`src/sv/lmr_pkg.sv`:
```
`timescale 1ns / 1ps
`default_nettype none
// ----------------------------------------------------------------------------
// Loopback message rings package
// Request kinds and field widths shared by the interfaces and the modules.
// ----------------------------------------------------------------------------
package lmr_pkg;

    localparam int KIND_W   = 2;
    localparam int OFFSET_W = 11;
    localparam int BYTE_W   = 8;
    localparam int LEN_W    = 12;

    typedef enum logic [KIND_W-1:0] {
        KIND_WRITE  = 2'd0,
        KIND_COMMIT = 2'd1,
        KIND_TAKE   = 2'd2,
        KIND_READ   = 2'd3
    } kind_t;

    typedef struct packed {
        logic             found;
        logic [LEN_W-1:0] msg_length;
    } take_t;

endpackage
`default_nettype wire

```
`src/sv/lmr_ring_ctrl.sv`:
```
`timescale 1ns / 1ps
`default_nettype none
// ----------------------------------------------------------------------------
// Ring pointer control
// Write, occupancy and taken pointers of both rings and the slot length memory.
// ----------------------------------------------------------------------------
module lmr_ring_ctrl
    import lmr_pkg::*;
#(
    parameter int MSG_BYTES  = 2048,
    parameter int RING_SLOTS = 4
) (
    input  wire logic                          clk,
    input  wire logic                          rst_n,
    input  wire logic                          accept,
    input  wire kind_t                         kind,
    input  wire logic                          side,
    input  wire logic [LEN_W-1:0]              length,
    output logic      [$clog2(RING_SLOTS)-1:0] send_slot,
    output logic      [$clog2(RING_SLOTS)-1:0] taken_slot,
    output take_t                              take
);

    localparam int SLOT_W = $clog2(RING_SLOTS);
    localparam int OCC_W  = $clog2(RING_SLOTS + 1);
    localparam int SUM_W  = OCC_W + 1;

    logic [SLOT_W-1:0] write_slot_reg [2];
    logic [SLOT_W-1:0] write_slot_next [2];
    logic [OCC_W-1:0]  occupancy_reg [2];
    logic [OCC_W-1:0]  occupancy_next [2];
    logic [SLOT_W-1:0] taken_slot_reg [2];
    logic [SLOT_W-1:0] taken_slot_next [2];
    logic              found_reg;
    logic              found_next;

    logic [LEN_W-1:0]  len_mem [2 * (2 ** SLOT_W)];
    logic [LEN_W-1:0]  len_rd_reg;

    logic              dest;
    logic [SLOT_W-1:0] dest_slot;
    logic [OCC_W-1:0]  side_occ;
    logic [SUM_W-1:0]  wrap_sum;
    logic [SLOT_W-1:0] oldest_slot;
    logic [LEN_W-1:0]  sat_len;
    logic              len_wr;
    logic              len_rd;

    assign dest      = ~side;
    assign dest_slot = write_slot_reg[dest];
    assign side_occ  = occupancy_reg[side];
    assign send_slot = dest_slot;
    assign taken_slot = taken_slot_reg[side];

    always_comb
    begin
        if (SUM_W'(write_slot_reg[side]) >= SUM_W'(side_occ))
        begin
            wrap_sum = SUM_W'(write_slot_reg[side]) - SUM_W'(side_occ);
        end
        else
        begin
            wrap_sum = SUM_W'(write_slot_reg[side]) + SUM_W'(RING_SLOTS) - SUM_W'(side_occ);
        end
        oldest_slot = wrap_sum[SLOT_W-1:0];
    end

    always_comb
    begin
        if (32'(length) > 32'(MSG_BYTES))
        begin
            sat_len = LEN_W'(MSG_BYTES);
        end
        else
        begin
            sat_len = length;
        end
    end

    assign len_wr = accept && (kind == KIND_COMMIT);
    assign len_rd = accept && (kind == KIND_TAKE);

    always_comb
    begin
        write_slot_next = write_slot_reg;
        occupancy_next  = occupancy_reg;
        taken_slot_next = taken_slot_reg;
        found_next      = found_reg;
        if (accept)
        begin
            found_next = 1'b0;
            unique case (kind)
                KIND_COMMIT:
                begin
                    if (32'(dest_slot) == RING_SLOTS - 1)
                    begin
                        write_slot_next[dest] = '0;
                    end
                    else
                    begin
                        write_slot_next[dest] = dest_slot + SLOT_W'(1);
                    end
                    if (32'(occupancy_reg[dest]) < RING_SLOTS)
                    begin
                        occupancy_next[dest] = occupancy_reg[dest] + OCC_W'(1);
                    end
                end
                KIND_TAKE:
                begin
                    if (side_occ != '0)
                    begin
                        occupancy_next[side]  = side_occ - OCC_W'(1);
                        taken_slot_next[side] = oldest_slot;
                        found_next            = 1'b1;
                    end
                end
                KIND_WRITE, KIND_READ:
                begin
                end
                default:
                begin
                end
            endcase
        end
    end

    always_ff @(posedge clk or negedge rst_n)
    begin
        if (!rst_n)
        begin
            write_slot_reg <= '{default: '0};
            occupancy_reg  <= '{default: '0};
            taken_slot_reg <= '{default: '0};
            found_reg      <= 1'b0;
        end
        else
        begin
            write_slot_reg <= write_slot_next;
            occupancy_reg  <= occupancy_next;
            taken_slot_reg <= taken_slot_next;
            found_reg      <= found_next;
        end
    end

    always_ff @(posedge clk)
    begin
        if (len_wr)
        begin
            len_mem[{dest, dest_slot}] <= sat_len;
        end
    end

    always_ff @(posedge clk)
    begin
        if (len_rd)
        begin
            len_rd_reg <= len_mem[{side, oldest_slot}];
        end
    end

    assign take.found      = found_reg;
    assign take.msg_length = found_reg ? len_rd_reg : '0;

endmodule
`default_nettype wire

```
`config.mk`:
```
export PLATFORM = sky130hd
export DESIGN_NAME = lmr_ring_ctrl
export DESIGN_NICKNAME = d
export VERILOG_FILES = /design/src/sv/lmr_pkg.sv /design/src/sv/lmr_ring_ctrl.sv
export SDC_FILE = /design/constraint.sdc
export NUM_CORES = 1
export LEC_CHECK = 0
export BUFFER_PORTS_ARGS = -buffer_cell sky130_fd_sc_hd__buf_4
export CAP_MARGIN = 25
export CORE_AREA = 4 4 116 118
export CTS_BUF_LIST = sky130_fd_sc_hd__clkbuf_8
export DETAILED_ROUTE_END_ITERATION = 16
export DIE_AREA = 0 0 120 122
export PLACE_DENSITY = 0.73
export SLEW_MARGIN = 20
export SYNTH_ARGS = -nofsm -noshare
export SYNTH_HDL_FRONTEND = slang
export SYNTH_SLANG_ARGS = --single-unit
```
`constraint.sdc`:
```
create_clock -name clk -period 2.14 [get_ports clk]
set_input_delay 0.428 -clock clk [delete_from_list [all_inputs] [get_ports clk]]
set_output_delay 0.428 -clock clk [all_outputs]
set_load 0.005 [all_outputs]
```
# [Word-level counts from Yosys, hierarchy flattened]
# Memory sizes are Yosys's and may differ from the RTL's. A register that Yosys moved wholly into a read port is not among the register bits.
# Cells that the tools add are included.
[op_classes] addsub=6 magnitude_cmp=7 eq_ne=5 n_mux=38 bitwise=5 n_reduce_logical=9
[op_table] operator="$mux 12" n=2
[op_table] operator="$mux 2" n=12
[op_table] operator="$mux 3" n=8
[op_table] operator="$bwmux 6" n=2
[op_table] operator="$gt 12x12->1 const B" n=1
[op_table] operator="$mux 6" n=2
[op_table] operator="$pmux 6 s2" n=1
[op_table] operator="$bwmux 4" n=2
[op_table] operator="$demux 3 s1" n=2
[op_table] operator="$add 2x1->2 const B" n=2
[op_table] operator="$and 4x4->4" n=1
[op_table] operator="$demux 2 s1" n=2
[op_table] operator="$eq 2x2->1 const B" n=2
[op_table] operator="$ge 2x2->1 const B" n=2
[op_table] operator="$logic_and 1x1->1" n=4
[op_table] operator="$lt 2x1->1 const B" n=2
[op_table] operator="$mux 1" n=4
[op_table] operator="$mux 4" n=1
[op_table] operator="$ne 2x1->1 const B" n=2
[op_table] operator="$not 1->2" n=2
[op_table] operator="$not 4->4" n=1
[op_table] operator="$reduce_and 4->1" n=1
[op_table] operator="$sub 2x2->2" n=2
[op_table] operator="$add 3x1->3 const B" n=1
[op_table] operator="other kinds (9)" n=9
[totals] reg_bits=15 ramBits=96 out_inout_bits=17 wordCells=78 mem_count=1
[memory_table] name="len_mem" words=8 word_bits=12 read_ports=1 rd_ports_with_merged_regs=1 wr=1 line_no="lmr_ring_ctrl.sv:37" source="logic [LEN_W-1:0] len_mem [2 * (2 ** SLOT_W)];"

# [Longest topological paths before layout]
[logic_depth] depth_word=9 mapped_depth=12 ltp_nobuf=7

# [Least setup slack after synthesis]
# No wires, ideal clock.
[synth_path] path_kind="input-to-reg" startpoint="in side" endpoint="reg len_rd_reg[10], read port of len_mem (data pin)" setup_time_ps=258 arrival_ps=2517 required_time_ps=1882 setup_slack_ps=-636 path_stages=12 path_buffers=5 cell_sequence="buf_6 buf_2 buf_2 buf_2 mux2i_1 inv_1 ha_1 and2b_1 mux2_2 buf_2 a211oi_1 nor2_1"
[synth_between] elab_chain_cells=7 word_cells_on_any_way=12
[synth_rtl] element="from (decl)" line_no="lmr_ring_ctrl.sv:17" source="input wire logic side,"
[synth_rtl] element="$not 1->2 (implied by the code)"
[synth_rtl] element="$mux 2 (implied by the code) (3 in series)" line_no="lmr_ring_ctrl.sv:57, lmr_ring_ctrl.sv:59, lmr_ring_ctrl.sv:63"
[synth_rtl] element="$add 2x1->2" line_no="lmr_ring_ctrl.sv:63" source="wrap_sum = SUM_W'(write_slot_reg[side]) + SUM_W'(RING_SLOTS) - SUM_W'(side_occ);"
[synth_rtl] element="$sub 2x2->2" line_no="lmr_ring_ctrl.sv:63"
[synth_rtl] element="$mux 2" line_no="lmr_ring_ctrl.sv:57" source="if (SUM_W'(write_slot_reg[side]) >= SUM_W'(side_occ))"
[synth_rtl] element="to (decl)" line_no="lmr_ring_ctrl.sv:38" source="logic [LEN_W-1:0] len_rd_reg;"
# Several ways; a longest one is shown, not always the timed one. The select of a mux whose other input is x is not followed.
# A chain may end at the register's enable or synchronous reset.

# [Final worst setup path]
[layout_path] startpoint="reg occupancy_reg[0] (netlist bit)" endpoint="reg len_rd_reg[11], read port of len_mem (data pin)"
[layout_between] elab_chain_cells=5 word_cells_on_any_way=7
[layout_rtl] element="from (decl)" line_no="lmr_ring_ctrl.sv:30" source="logic [OCC_W-1:0] occupancy_reg [2];"
[layout_rtl] element="from (signal assigned)" line_no="lmr_ring_ctrl.sv:139" source="occupancy_reg <= occupancy_next;"
[layout_rtl] element="$mux 3 (implied by the code) * (3 in series)" line_no="lmr_ring_ctrl.sv:51" source="assign side_occ = occupancy_reg[side];"
[layout_rtl] element="$ge 2x3->1 (tied with other cells)" line_no="lmr_ring_ctrl.sv:57"
[layout_rtl] element="$mux 2 *" line_no="lmr_ring_ctrl.sv:57"
# Every way passes the cells marked *; elsewhere a longest branch is shown, timed or not. The select of a mux whose other input is x is not followed.

==> impl_metrics.ini <==
[global_route]
grtUsageTotal = 0.146
grt_max_degree = 50
grt_overflow_total = 0
antenna_found_initial = 0
grt_pass1_vias = 3084
grt_first_pass_wirelength_um = 16200

[sta]
min_period_over_period = 0.946
finalHoldViolations = 0
rsz0062_at_grt = no
setup_violations = 0
fmax_ghz = 0.494
fin_crit_ns = 2.02
tightest_slew_ns = 0.692
slew_headroom = 0.538
clock_skew_ns = 0.0105
drv_slew = 0
setup_ws_ns = 0.116
hold_slack_ns = 0.244

[yosys]
yosysSeqAreaShare = 0.663
syn_nets = 415
synth_ff_type = edfxtp_1
synth_seq_cells = 123
avgSynthCellArea_um2 = 14.0
synth.area.top_cells = edfxtp_1 59%, dfrtp_1 6.9%, mux2i_1 5.5%
synth-simple-area-share = 0.112
yosys.area.top_type = edfxtp_1
synth.top_cell.area_share = 0.595
synth_edf_count = 108
postSynth.asyncResetShare = 0.122
synth_compound_area_frac = 0.0886
synthCells = 390
synth_xor_area_frac = 0.00964
synth_cell_types = 38
synth_area_um2 = 5450
synthAdderAreaFrac = 0.0161
synth_warnings = 0
synth_mux_area_frac = 0.0840
synth_top_family_by_area = simple AND/OR/NAND/NOR gates

[critical_path]
cp.required_ns = 2.33
rr_startpoint = occupancy_reg[0]$_DFFE_PN0P_
slowest_delay_ns = 0.41
reg2reg_slack_ns = 0.12
start_kind = flop
arrival_ns = 2.21
critPathLaunch = occupancy_reg[0]$_DFFE_PN0P_
critPathSlowestCell = dfrtp_1
crit_fanout = 13
path_cells = mux2i_1, inv_1, ha_4, nand2b_4, mux2_4, a22oi_1, nor2_1
crit_end = len_rd_reg[11]$_DFFE_PP_
reg2reg_depth = 7
path_class = reg2reg
end_kind = flop
rr_endpoint = len_rd_reg[11]$_DFFE_PP_

[floorplanning]
coreArea_um2 = 12500
dieWidth_um = 120
pin_count = 35
dieArea_um2 = 14600
start_util = 0.438
dieHeight_um = 122
rows = 41

[pwr]
power_density_nw_per_um2 = 1180
p_total_mw = 7.80
vdd_drop_max_mv = 0.499
p_leak_nw = 2.53

[final_layout]
final_area_um2 = 6610
fillers = 997
nNetsFinal = 468
layout-drive-gt1-share = 0.292
seq_area_um2 = 3620
largest_reg_flops = 96
diodes = 0
multi_input_area_um2 = 1870
synthToLayoutAreaGrowth_pct = 21.2

[flow_run]
drv_cap = 0

[route]
vias_per_cell = 5.03
vias = 3161
wire_per_inst_um = 16.4
drtIter0Drc = 208
drc = 0
wirelength_um = 10300
antenna_left = 0
drtPass1Iterations = 5

[status]
status = complete, no violations

[place]
place_ws_ns = -0.146
portBuffers = 34
finalWeightedCongestion = 0.780
hpwlAfterDp_um = 6830
dpl_cell_area_um2 = 6180

[clock_tree]
clkTransAtPathRegs_ns = 0.07
htree_num_levels = 4
clkSinkCount = 123
cts_buffers = 17
clock_path_buffers = 2
clk-insertion-delay-late_ns = 0.44
cts-root-buf = clkbuf_8
cts_tree = done
cts_resized = 0

[min_path]
hold_class = in2reg
[metrics by stage]
stage               utilization  setup TNS, ns  cells
floorplan                     -          -4.23    390
global placement          0.496         -0.460    593
detailed placement        0.496          -1.36    593
CTS                       0.527              0    626
global route              0.530              0    628
finish                    0.530              0    628
[how the worst min path moves through the flow]
stage	start	endpoint	slack, ns	cells past startpoint
final	accept	found_reg$_DFFE_PN0P_	0.24	2
after global routing	accept	found_reg$_DFFE_PN0P_	0.24	2
after CTS	accept	found_reg$_DFFE_PN0P_	0.23	2
after detailed placement	rst_n	occupancy_reg[5]$_DFFE_PN0P_	0.30	1
after global placement	rst_n	occupancy_reg[2]$_DFFE_PN0P_	0.29	1
after floorplan	rst_n	found_reg$_DFFE_PN0P_	0.13	0
[worst max-delay path: cells and delay by family (launching register included)]
kind / cells / cell delay, ns
mux: 2 / 0.60
buf+inv: 1 / 0.11
simple gates: 2 / 0.21
fa+ha+maj: 1 / 0.17
compound gates: 1 / 0.28
flops: 1 / 0.41
[layer usage]
metal  wire (µm)  share of wire  global-route usage
met2        4680           0.45               0.216
met5           0              0                   0
met1        4730           0.46               0.204
met4         160          0.015              0.0537
met3         757          0.073              0.0450
[final cells by class]
type / count / share of cell area
Sequential cell: 123 / 0.547
Multi-Input combinational cell: 235 / 0.282
Timing Repair Buffer: 58 / 0.0755
Clock buffer: 17 / 0.0354
Tap cell: 172 / 0.0325
Clock inverter: 15 / 0.0227
Inverter: 8 / 0.00454
[cell usage after synthesis (all sizes together), types with 2 or more instances]
master and n:
buf 13, mux2i 30, nand3 2, nor2b 35, inv 8, mux2 13
dfrtp 15, a22oi 12, ha 7, nor3 4, nor3b 4, and2 13
xor2 2, clkbuf 11, nand2b 4, and3 2, nor2 16, o21ai 6
xnor2 4, a21o 2, a21oi 3, a211o 24, edfxtp 108, a211oi 12
o22ai 3, nand2 31
[repair_timing]
action,4_1_cts,5_1_grt
endpoints found under the hold margin,15,0
hold buffers,1,0
setup endpoints to repair,0,8
buffers inserted,0,2
[cells by family (layout without fill, tap and decap cells)]
kind of cell	count (synthesis)	after routing
flip-flops	123	123
multiplexers	43	43
adder cells (fa/ha/maj)	7	7
AND/OR/NAND/NOR	116	116
AO/OA/AOI/OAI	63	63
buffers and inverters	32	98
XOR/XNOR	6	6
[power breakdown]
group / internal, mW / switching (mW)
clock: 1.03 / 0.912
combinational: 1.32 / 1.47
sequential: 2.91 / 0.151
total: 5.26 / 2.54
[cells in the final DEF (no fill, tap or decap), types with 5 or more instances in the layout]
master,n
nor2_1,16
mux2i_1,30
buf_4,52
clkbuf_8,17
edfxtp_1,108
inv_1,9
a211o_1,24
o21ai_0,6
mux2_4,5
mux2_2,6
and2_1,13
a22oi_2,10
nand2_1,31
dfrtp_1,15
a211oi_2,12
nor2b_1,35
Note: power is estimated with default switching activity, not from simulation.
